$ cat config.mk
export PLATFORM = sky130hd
export DESIGN_NAME = track_record_deframer
export DESIGN_NICKNAME = d
export VERILOG_FILES = /design/src/hw/rtl/trd_pkg.sv /design/src/hw/rtl/track_record_deframer.sv
export SDC_FILE = /design/constraint.sdc
export NUM_CORES = 1
export LEC_CHECK = 0
export ABC_CLOCK_PERIOD_IN_PS = 7070
export BUFFER_PORTS_ARGS = -buffer_cell sky130_fd_sc_hd__buf_2
export CAP_MARGIN = 5
export CORE_MARGIN = 5
export CORE_UTILIZATION = 45
export DETAILED_ROUTE_END_ITERATION = 12
export PLACE_DENSITY_LB_ADDON = 0.15
export SYNTH_ARGS = -nofsm -noshare
export SYNTH_HDL_FRONTEND = slang
export SYNTH_SLANG_ARGS = --single-unit
$ cat constraint.sdc
create_clock -name clk -period 7.07 [get_ports clk]
set_input_delay 0.3535 -clock clk [delete_from_list [all_inputs] [get_ports clk]]
set_output_delay 0.3535 -clock clk [all_outputs]
set_load 0.01 [all_outputs]
$ cat src/hw/rtl/trd_pkg.sv
package trd_pkg;

  // result kinds
  localparam logic KIND_PAYLOAD = 1'b0;
  localparam logic KIND_ERROR   = 1'b1;

  // framing characters
  localparam logic [7:0] CH_OPEN  = 8'h7b;  // '{'
  localparam logic [7:0] CH_CLOSE = 8'h7d;  // '}'
  localparam logic [7:0] CH_COLON = 8'h3a;  // ':'
  localparam logic [7:0] CH_COMMA = 8'h2c;  // ','
  localparam logic [7:0] CH_PLUS  = 8'h2b;  // '+'
  localparam logic [7:0] CH_MINUS = 8'h2d;  // '-'
  localparam logic [7:0] CH_SPACE = 8'h20;  // ' '
  localparam logic [7:0] CH_TAB   = 8'h09;  // first control white space
  localparam logic [7:0] CH_CR    = 8'h0d;  // last control white space
  localparam logic [7:0] CH_ZERO  = 8'h30;  // '0'
  localparam logic [7:0] CH_NINE  = 8'h39;  // '9'

  // key name lengths
  localparam int unsigned TRACK_LEN = 5;
  localparam int unsigned SIDE_LEN  = 4;
  localparam int unsigned LENK_LEN  = 3;

  // candidate flag bits
  localparam int unsigned CAND_TRACK = 0;
  localparam int unsigned CAND_SIDE  = 1;
  localparam int unsigned CAND_LEN   = 2;

  typedef struct packed {
    logic [7:0] byte_value;
    logic       new_file;
  } in_t;

  typedef struct packed {
    logic       kind;
    logic [7:0] data_byte;
    logic [7:0] track_number;
    logic [7:0] side_number;
    logic       last_of_track;
  } out_t;

  function automatic logic [7:0] track_char(input logic [2:0] pos);
    logic [7:0] ch;
    unique case (pos)
      3'd0:    ch = 8'h74;  // t
      3'd1:    ch = 8'h72;  // r
      3'd2:    ch = 8'h61;  // a
      3'd3:    ch = 8'h63;  // c
      3'd4:    ch = 8'h6b;  // k
      default: ch = 8'h00;
    endcase
    return ch;
  endfunction

  function automatic logic [7:0] side_char(input logic [2:0] pos);
    logic [7:0] ch;
    unique case (pos)
      3'd0:    ch = 8'h73;  // s
      3'd1:    ch = 8'h69;  // i
      3'd2:    ch = 8'h64;  // d
      3'd3:    ch = 8'h65;  // e
      default: ch = 8'h00;
    endcase
    return ch;
  endfunction

  function automatic logic [7:0] len_char(input logic [2:0] pos);
    logic [7:0] ch;
    unique case (pos)
      3'd0:    ch = 8'h6c;  // l
      3'd1:    ch = 8'h65;  // e
      3'd2:    ch = 8'h6e;  // n
      default: ch = 8'h00;
    endcase
    return ch;
  endfunction

endpackage

$ cat src/hw/rtl/track_record_deframer.sv
// channel | signals                      | direction | word
// --------+------------------------------+-----------+------------------------------
// input   | in_valid, in_ready, in_data  | in        | byte_value, new_file
// output  | out_valid, out_ready, out_data | out     | kind, data_byte, track_number,
//         |                              |           | side_number, last_of_track
//
// one input word per cycle while in_ready is high; its result (if any) appears in
// the output register the cycle after acceptance. the parser state and the output
// register update in the same edge, so throughput is set by the output register alone.
// rst (synchronous, active high) returns the parser to the intro state.
// when out_valid is high and out_ready low, in_ready drops until the word is taken.
module track_record_deframer
  import trd_pkg::*;
#(
  parameter int unsigned LEN_BITS      = 24,
  parameter int unsigned MAX_KEY_CHARS = 8
) (
  input  logic clk,
  input  logic rst,
  input  logic in_valid,
  output logic in_ready,
  input  in_t  in_data,
  output logic out_valid,
  input  logic out_ready,
  output out_t out_data
);

  localparam int unsigned KPOS_W = $clog2(MAX_KEY_CHARS + 1);
  localparam int unsigned SUM_W  = LEN_BITS + 4;

  // parse modes
  localparam logic [2:0] MODE_INTRO = 3'd0;
  localparam logic [2:0] MODE_HEAD  = 3'd1;
  localparam logic [2:0] MODE_META  = 3'd2;
  localparam logic [2:0] MODE_KEY   = 3'd3;
  localparam logic [2:0] MODE_VAL   = 3'd4;
  localparam logic [2:0] MODE_BIN   = 3'd5;

  // value phase, kept in the key position register while in MODE_VAL
  localparam logic [KPOS_W-1:0] VPH_NONE = KPOS_W'(0);
  localparam logic [KPOS_W-1:0] VPH_POS  = KPOS_W'(1);
  localparam logic [KPOS_W-1:0] VPH_NEG  = KPOS_W'(2);

  localparam logic [LEN_BITS-1:0] LEN_MAX = {LEN_BITS{1'b1}};

  logic [2:0]          mode, mode_next;
  logic [KPOS_W-1:0]   kpos, kpos_next;
  logic [2:0]          cand, cand_next;
  logic [LEN_BITS-1:0] acc, acc_next;
  logic                stopped, stopped_next;
  logic [7:0]          track_reg, track_next;
  logic [7:0]          side_reg, side_next;
  logic [LEN_BITS-1:0] dlen, dlen_next;
  logic [LEN_BITS-1:0] count, count_next;
  logic                halted, halted_next;
  out_t                out_next;
  logic                emit;

  logic                accept;
  logic [7:0]          c;
  logic [2:0]          mode_eff;
  logic                halted_eff;
  logic                is_digit;
  logic                is_space;
  logic [2:0]          keep;
  logic [SUM_W-1:0]    sum;
  logic [LEN_BITS-1:0] acc_step;
  logic [LEN_BITS-1:0] value;
  logic [LEN_BITS-1:0] count_inc;

  // output register frees up when its word is taken
  assign in_ready = !out_valid || out_ready;
  assign accept   = in_valid && in_ready;

  assign c          = in_data.byte_value;
  assign mode_eff   = in_data.new_file ? MODE_INTRO : mode;
  assign halted_eff = in_data.new_file ? 1'b0 : halted;
  assign is_digit   = (c >= CH_ZERO) && (c <= CH_NINE);
  assign is_space   = (c == CH_SPACE) || ((c >= CH_TAB) && (c <= CH_CR));

  // key candidates surviving this character
  always_comb begin
    keep = '0;
    keep[CAND_TRACK] = (kpos < KPOS_W'(TRACK_LEN)) && (c == track_char(kpos[2:0]));
    keep[CAND_SIDE]  = (kpos < KPOS_W'(SIDE_LEN))  && (c == side_char(kpos[2:0]));
    keep[CAND_LEN]   = (kpos < KPOS_W'(LENK_LEN))  && (c == len_char(kpos[2:0]));
  end

  // acc * 10 + digit, saturated
  assign sum      = {1'b0, acc, 3'b000} + {3'b000, acc, 1'b0} + SUM_W'(c - CH_ZERO);
  assign acc_step = (sum[SUM_W-1:LEN_BITS] != '0) ? LEN_MAX : sum[LEN_BITS-1:0];

  assign value     = (kpos == VPH_NEG) ? '0 : acc;
  assign count_inc = count + LEN_BITS'(1);

  always_comb begin
    mode_next    = mode_eff;
    kpos_next    = in_data.new_file ? '0 : kpos;
    cand_next    = in_data.new_file ? 3'b111 : cand;
    acc_next     = in_data.new_file ? '0 : acc;
    stopped_next = in_data.new_file ? 1'b0 : stopped;
    dlen_next    = in_data.new_file ? '0 : dlen;
    count_next   = in_data.new_file ? '0 : count;
    halted_next  = halted_eff;
    track_next   = track_reg;
    side_next    = side_reg;
    emit         = 1'b0;
    out_next.kind          = KIND_PAYLOAD;
    out_next.data_byte     = c;
    out_next.track_number  = track_reg;
    out_next.side_number   = side_reg;
    out_next.last_of_track = 1'b0;

    if (!halted_eff) begin
      unique case (mode_eff)
        MODE_INTRO: begin
          if (c == CH_OPEN) mode_next = MODE_HEAD;
        end
        MODE_HEAD: begin
          if (c == CH_CLOSE) mode_next = MODE_META;
        end
        MODE_META: begin
          if (c == CH_OPEN) begin
            mode_next    = MODE_KEY;
            kpos_next    = '0;
            cand_next    = 3'b111;
            acc_next     = '0;
            stopped_next = 1'b0;
          end else begin
            // header brace missing: report once, then sit until new_file
            halted_next        = 1'b1;
            emit               = 1'b1;
            out_next.kind      = KIND_ERROR;
            out_next.data_byte = 8'h00;
          end
        end
        MODE_KEY: begin
          if (c == CH_COLON) begin
            cand_next[CAND_TRACK] = cand[CAND_TRACK] && (kpos == KPOS_W'(TRACK_LEN));
            cand_next[CAND_SIDE]  = cand[CAND_SIDE]  && (kpos == KPOS_W'(SIDE_LEN));
            cand_next[CAND_LEN]   = cand[CAND_LEN]   && (kpos == KPOS_W'(LENK_LEN));
            kpos_next    = VPH_NONE;
            acc_next     = '0;
            stopped_next = 1'b0;
            mode_next    = MODE_VAL;
          end else if (kpos >= KPOS_W'(MAX_KEY_CHARS)) begin
            cand_next = '0;
          end else begin
            cand_next = cand & keep;
            kpos_next = kpos + KPOS_W'(1);
          end
        end
        MODE_VAL: begin
          if (c == CH_COMMA || c == CH_CLOSE) begin
            if (cand[CAND_TRACK])
              track_next = (value > LEN_BITS'(255)) ? 8'hff : value[7:0];
            if (cand[CAND_SIDE])
              side_next = (value > LEN_BITS'(255)) ? 8'hff : value[7:0];
            if (cand[CAND_LEN])
              dlen_next = value;
            kpos_next    = '0;
            cand_next    = 3'b111;
            acc_next     = '0;
            stopped_next = 1'b0;
            if (c == CH_CLOSE) begin
              mode_next  = MODE_BIN;
              count_next = '0;
            end else begin
              mode_next = MODE_KEY;
            end
          end else if (!stopped) begin
            // atoi: leading white space, optional sign, digits
            priority if (kpos == VPH_NONE && is_space) begin
              kpos_next = kpos;
            end else if (kpos == VPH_NONE && c == CH_PLUS) begin
              kpos_next = VPH_POS;
            end else if (kpos == VPH_NONE && c == CH_MINUS) begin
              kpos_next = VPH_NEG;
            end else if (!is_digit) begin
              stopped_next = 1'b1;
            end else begin
              if (kpos == VPH_NONE) kpos_next = VPH_POS;
              acc_next = acc_step;
            end
          end
        end
        MODE_BIN: begin
          if (count >= dlen) begin
            // payload done: wait for the next header
            if (c == CH_OPEN) begin
              mode_next    = MODE_KEY;
              kpos_next    = '0;
              cand_next    = 3'b111;
              acc_next     = '0;
              stopped_next = 1'b0;
            end
          end else begin
            count_next             = count_inc;
            emit                   = 1'b1;
            out_next.last_of_track = (count_inc == dlen);
          end
        end
        default: begin
          mode_next = MODE_INTRO;
        end
      endcase
    end
  end

  always_ff @(posedge clk) begin
    if (rst) begin
      mode      <= MODE_INTRO;
      kpos      <= '0;
      cand      <= 3'b111;
      acc       <= '0;
      stopped   <= 1'b0;
      track_reg <= '0;
      side_reg  <= '0;
      dlen      <= '0;
      count     <= '0;
      halted    <= 1'b0;
      out_valid <= 1'b0;
    end else begin
      if (accept) begin
        mode      <= mode_next;
        kpos      <= kpos_next;
        cand      <= cand_next;
        acc       <= acc_next;
        stopped   <= stopped_next;
        track_reg <= track_next;
        side_reg  <= side_next;
        dlen      <= dlen_next;
        count     <= count_next;
        halted    <= halted_next;
        out_valid <= emit;
      end else if (out_ready) begin
        out_valid <= 1'b0;
      end
    end
  end

  // result payload, loaded only when a word is emitted
  always_ff @(posedge clk) begin
    if (accept && emit) begin
      out_data <= out_next;
    end
  end

endmodule

---- Word-level counts from Yosys, hierarchy flattened ----
Cells that the tools add are included.
word-level totals
  bits in registers ....................... 127
  output and inout bits ................... 28
  input port bits ......................... 13
  word-level logic and storage cells ...... 172
operators by class
  multiplexer cells ....................... 85
  bitwise gates (word level) .............. 4
  equal/unequal tests ..................... 25
  reduce and logical (&&, ||, !) cells .... 27
  magnitude comparators ................... 10
  add/subtract/negate cells ............... 5
operators by type and width
  operator                                                                          number
  24-bit two-way mux                                                                23
  24-bit case mux with 4 select lines                                               1
  4-bit two-way mux                                                                 13
  3-bit two-way mux                                                                 16
  24-bit case mux with 2 select lines                                               1
  8-bit by 6-bit equality test with 1-bit output, second input constant             5
  7-bit case mux with 5 select lines                                                1
  27-bit by 25-bit adder with 28-bit output                                         1
  28-bit adder                                                                      1
  7-bit case mux with 4 select lines                                                1
  24-bit by 1-bit adder with 24-bit output, second input constant                   1
  24-bit equality test                                                              1
  8-bit equality test                                                               3
  24-bit >= comparator                                                              1
  24-bit by 8-bit greater-than comparator with 1-bit output, second input constant  1
  8-bit two-way mux                                                                 3
  7-bit case mux with 3 select lines                                                1
  1-bit two-way mux                                                                 19
  3-bit case mux with 6 select lines                                                1
  8-bit by 7-bit equality test with 1-bit output, second input constant             2
  4-bit case mux with 4 select lines                                                1
  1-bit logical AND                                                                 13
  3-bit by 2-bit equality test with 1-bit output, second input constant             4
  3-bit case mux with 4 select lines                                                1
  29 further kinds                                                                  41

---- Longest topological paths before layout ----
  word-level depth ........................ 12
  depth in mapped cells ................... 15
  mapped depth without buffers ............ 14

---- Worst setup path before layout ----
No wires, ideal clock.
  kind .................................... input to register
  start ................................... input in_data[5] (netlist name)
  end ..................................... register acc[0]
  data required time ...................... 6.948 ns
  setup slack ............................. 2.402 ns
  buffers on the path ..................... 1
  arrival time ............................ 4.546 ns
  cell stages on the path ................. 14
  setup time .............................. 0.122 ns
  cell sequence ........................... ha_1 or3_1 inv_1 fa_1 ha_1 buf_2 nand2_2 o21a_1 o41ai_2 a211oi_1 or3b_4 a2111oi_4 nor2_4 a221o_1
on the way
  longest elaborated chain between the ends .. 12
  elaborated cells on any way between the ends .. 33
  those cells by class .................... add/sub: 2; order compare: 4; eq/ne: 7; mux: 12; reduce/logical: 8
ends and longest elaborated chain
  item                                         RTL line                      RTL
  start: declaration                           track_record_deframer.sv:22   input in_t in_data,
  8-bit by 6-bit subtractor with 9-bit output  track_record_deframer.sv:90   assign sum = {1'b0, acc, 3'b000} + {3'b000, acc, 1'b0} + SUM_W'(c - CH_ZERO);
  28-bit adder                                 track_record_deframer.sv:90
  4-bit nonzero test                           track_record_deframer.sv:91   assign acc_step = (sum[SUM_W-1:LEN_BITS] != '0) ? LEN_MAX : sum[LEN_BITS-1:0];
  24-bit two-way mux                           track_record_deframer.sv:91
  24-bit two-way mux                           track_record_deframer.sv:179  end else if (!is_digit) begin
  24-bit two-way mux                           track_record_deframer.sv:177  end else if (kpos == VPH_NONE && c == CH_MINUS) begin
  24-bit two-way mux                           track_record_deframer.sv:175  end else if (kpos == VPH_NONE && c == CH_PLUS) begin
  24-bit two-way mux                           track_record_deframer.sv:173  priority if (kpos == VPH_NONE && is_space) begin
  24-bit two-way mux                           track_record_deframer.sv:171  end else if (!stopped) begin
  24-bit two-way mux                           track_record_deframer.sv:154  if (c == CH_COMMA || c == CH_CLOSE) begin
  24-bit case mux with 4 select lines *        track_record_deframer.sv:115  unique case (mode_eff)
  24-bit two-way mux *                         track_record_deframer.sv:114  if (!halted_eff) begin
  end signal: assignment                       track_record_deframer.sv:228  acc <= acc_next;
  end: declaration                             track_record_deframer.sv:49   logic [LEN_BITS-1:0] acc, acc_next;
Mark *: on every way between the ends. The rest lies on a longest branch, timed or not.
A chain may end at the register's enable or synchronous reset.

---- Final worst setup path ----
  start ................................... input in_data[5] (netlist name)
  end ..................................... register acc[9]
The elaborated chain is that of the path after synthesis.

==> flow_metrics.env <==
export IMPL_status="finished clean"
export IMPL_top_register="out_data"
export IMPL_gp_congestion=0.9223
export IMPL_ys_async_sr_fraction=0
export IMPL_cp_end_kind="flip-flop"
export IMPL_antennaDiodeCount=0
export IMPL_cap_violations=0
export IMPL_post_cts_buffers=0
export IMPL_cts_max_level=4
export IMPL_report_final_hold_viol_count=0
export IMPL_dieArea_um2=25090
export IMPL_synthesis_nets=1327
export IMPL_cts_sinks=127
export IMPL_post_drt_wl_per_cell_um=19.75
export IMPL_grt_usage=0.2409
export IMPL_core_area_um2=21760
export IMPL_cts_root_buf="clkbuf_16"
export IMPL_grt_pass1_wl_mm=48.16
export IMPL_cp_common_cell="ha_1"
export IMPL_antenna_found_initial=0
export IMPL_path_cells="buf_2, ha_1, or3_1, inv_1, fa_1, ha_1, a21oi_2, o221ai_1, a221oi_1, o41ai_2, a211oi_1, o21bai_1, a2111oi_4, nor2_4, a221o_1"
export IMPL_cts_tree="yes"
export IMPL_synth_edf_count=26
export IMPL_slowest_stage="inv_1"
export IMPL_routed_wl_mm=29.76
export IMPL_first_pass_iters=7
export IMPL_drive_gt1_frac=0.07742
export IMPL_slew_viol_final=0
export IMPL_cts_resized=0
export IMPL_worstSetupPathType="in -> reg"
export IMPL_ys_ff_latch=127
export IMPL_hp_class="in -> reg"
export IMPL_clkLatencyLatePin_ns=0.43
export IMPL_p_leak_nw=4.127
export IMPL_slowest_delay_ns=0.66
export IMPL_start_util=0.4554
export IMPL_cellPowerDensity_nw_per_um2=172.9
export IMPL_fin_crit_sh=0.7228
export IMPL_synth_cells=1229
export IMPL_cts_buffers=17
export IMPL_grt_pass1_vias=8801
export IMPL_ios=41
export IMPL_max_freq_mhz=195.7
export IMPL_layout_commonest_cell="nor2_1"
export IMPL_hold_buffers=0
export IMPL_clk_pin_slew_ns=0.06
export IMPL_cp_required_ns=7.39
export IMPL_worst_hold_slack_ns=0.3316
export IMPL_die_width_um=158.4
export IMPL_vias_per_cell=6.157
export IMPL_crit_fanout=17
export IMPL_drtIter0Drc=942
export IMPL_avgSynthCellArea_um2=8.062
export IMPL_largest_reg_flops=26
export IMPL_arrival_ns=5.43
export IMPL_rsz0062_at_grt="false"
export IMPL_area_growth_pct=8.688
export IMPL_clk_path_buf_depth=2
export IMPL_place_port_buffers=40
export IMPL_cp_top_family="compound AO/OA/AOI/OAI gates"
export IMPL_place_detailed_hpwl_mm=21.93
export IMPL_final_cell_mix="nor2_1, dfxtp_1, a21oi_1"
export IMPL_final_nets=1312
export IMPL_fin_tns_setup_ns=0
export IMPL_setup_viol=0
export IMPL_yosysSeqAreaShare=0.2829
export IMPL_clock_skew_ns=0.01095
export IMPL_die_h_um=158.4
export IMPL_overflow=0
export IMPL_cp_start_kind="primary input"
export IMPL_synth_warnings=0
export IMPL_grt_max_degree=76
export IMPL_slew_headroom=0.2163
export IMPL_ant_nets=0
export IMPL_tightest_slew_ns=1.175
export IMPL_via_count=9279
export IMPL_netlist_area_um2=9908
export IMPL_irDropWorstVdd_v=0.0001557
export IMPL_yosys_cell_types_count=79
export IMPL_period_needed_ns=5.110
export IMPL_path_buf_inv=2
export IMPL_post_route_drc_count=0
export IMPL_ys_flop_type="dfxtp_1"
export IMPL_fp_row_count=54
[synth_stat cells (all sizes together) (20+ instances only)]
cell type	n	area [µm²]
a22oi	26	195.2
o21ai	83	415.4
nand2	67	256.5
inv	69	259.0
dfxtp	101	2022
ha	62	775.7
edfxtp	26	780.8
fa	23	460.4
a21o	20	150.1
xor2	21	183.9
nor3	32	165.2
nand4	21	131.4
a31oi	21	131.4
nand3	36	180.2
a21oi	88	451.7
xnor2	48	420.4
a211oi	29	217.7
nor2	151	576.8
clkbuf	68	255.2
[routing by layer]
layer | global-route usage | share of wire
met5 | 0 | 0
met4 | 0.06783 | 0.022
met3 | 0.03207 | 0.049
met2 | 0.3911 | 0.46
met1 | 0.3371 | 0.47
[final timing paths]
check | from | slack [ns] | endpoint | cells past startpoint
setup reg to reg | acc[0]$_SDFFE_PP0P_ | 2.82 | acc[9]$_SDFFE_PP0P_ | 13
hold / removal | out_ready | 0.33 | out_valid$_SDFFE_PP0P_ | 3
hold reg to reg | track_reg[7]$_SDFFE_PP0P_ | 0.43 | out_data[16]$_DFFE_PP_ | 0
setup / recovery | in_data[5] | 1.96 | acc[9]$_SDFFE_PP0P_ | 15
[worst min-delay path: cells and delay by family]
family                 cells  cell delay [ns]
and+or+nand+nor            1             0.19
buffers and inverters      1             0.07
AOI/OAI and AO/OA          1             0.09
[through the flow]
stage | setup WS [ns] | area [µm²] | util | total power, W | std cells
5_1_grt | 1.651 | 10770 | 0.4950 | 0.001924 | 1507
2_1_floorplan | 2.402 | 9908 | - | 0.0009274 | 1229
4_1_cts | 1.945 | 10770 | 0.4950 | 0.001864 | 1507
3_3_place_gp | 1.599 | 10200 | 0.4687 | 0.0009852 | 1475
6_report | 1.960 | 10770 | 0.4950 | 0.001862 | 1507
3_5_place_dp | 1.529 | 10200 | 0.4687 | 0.0009872 | 1475
[power by group]
group | switching (W) | internal [W] | total, W
logic | 0.000150 | 0.0000710 | 0.000221
registers | 0.0000105 | 0.000744 | 0.000754
clock network | 0.000392 | 0.000495 | 0.000887
total | 0.000553 | 0.00131 | 0.00186
[final cells by class]
class                   instances  area [µm²]
fillers                      2185       10990
inverters                      69       259.0
well taps                     280       350.3
clock inverters                15       147.6
repair buffers                 45       237.7
multi-input cells             954        6546
flip-flops and latches        127        2803
clock buffers                  17       425.4
[kinds of logic (layout without fill, tap and decap cells)]
logic type / count (synthesis) / count (layout) / synth area share
AO/OA/AOI/OAI: 388 / 388 / 0.2683
XOR/XNOR: 69 / 69 / 0.06099
adder cells (fa/ha/maj): 85 / 85 / 0.1248
buffers and inverters: 148 / 146 / 0.05683
flip-flops: 127 / 127 / 0.2829
multiplexers: 3 / 3 / 0.003157
AND/OR/NAND/NOR: 409 / 409 / 0.2031
Power figures use the tool's default switching activity.
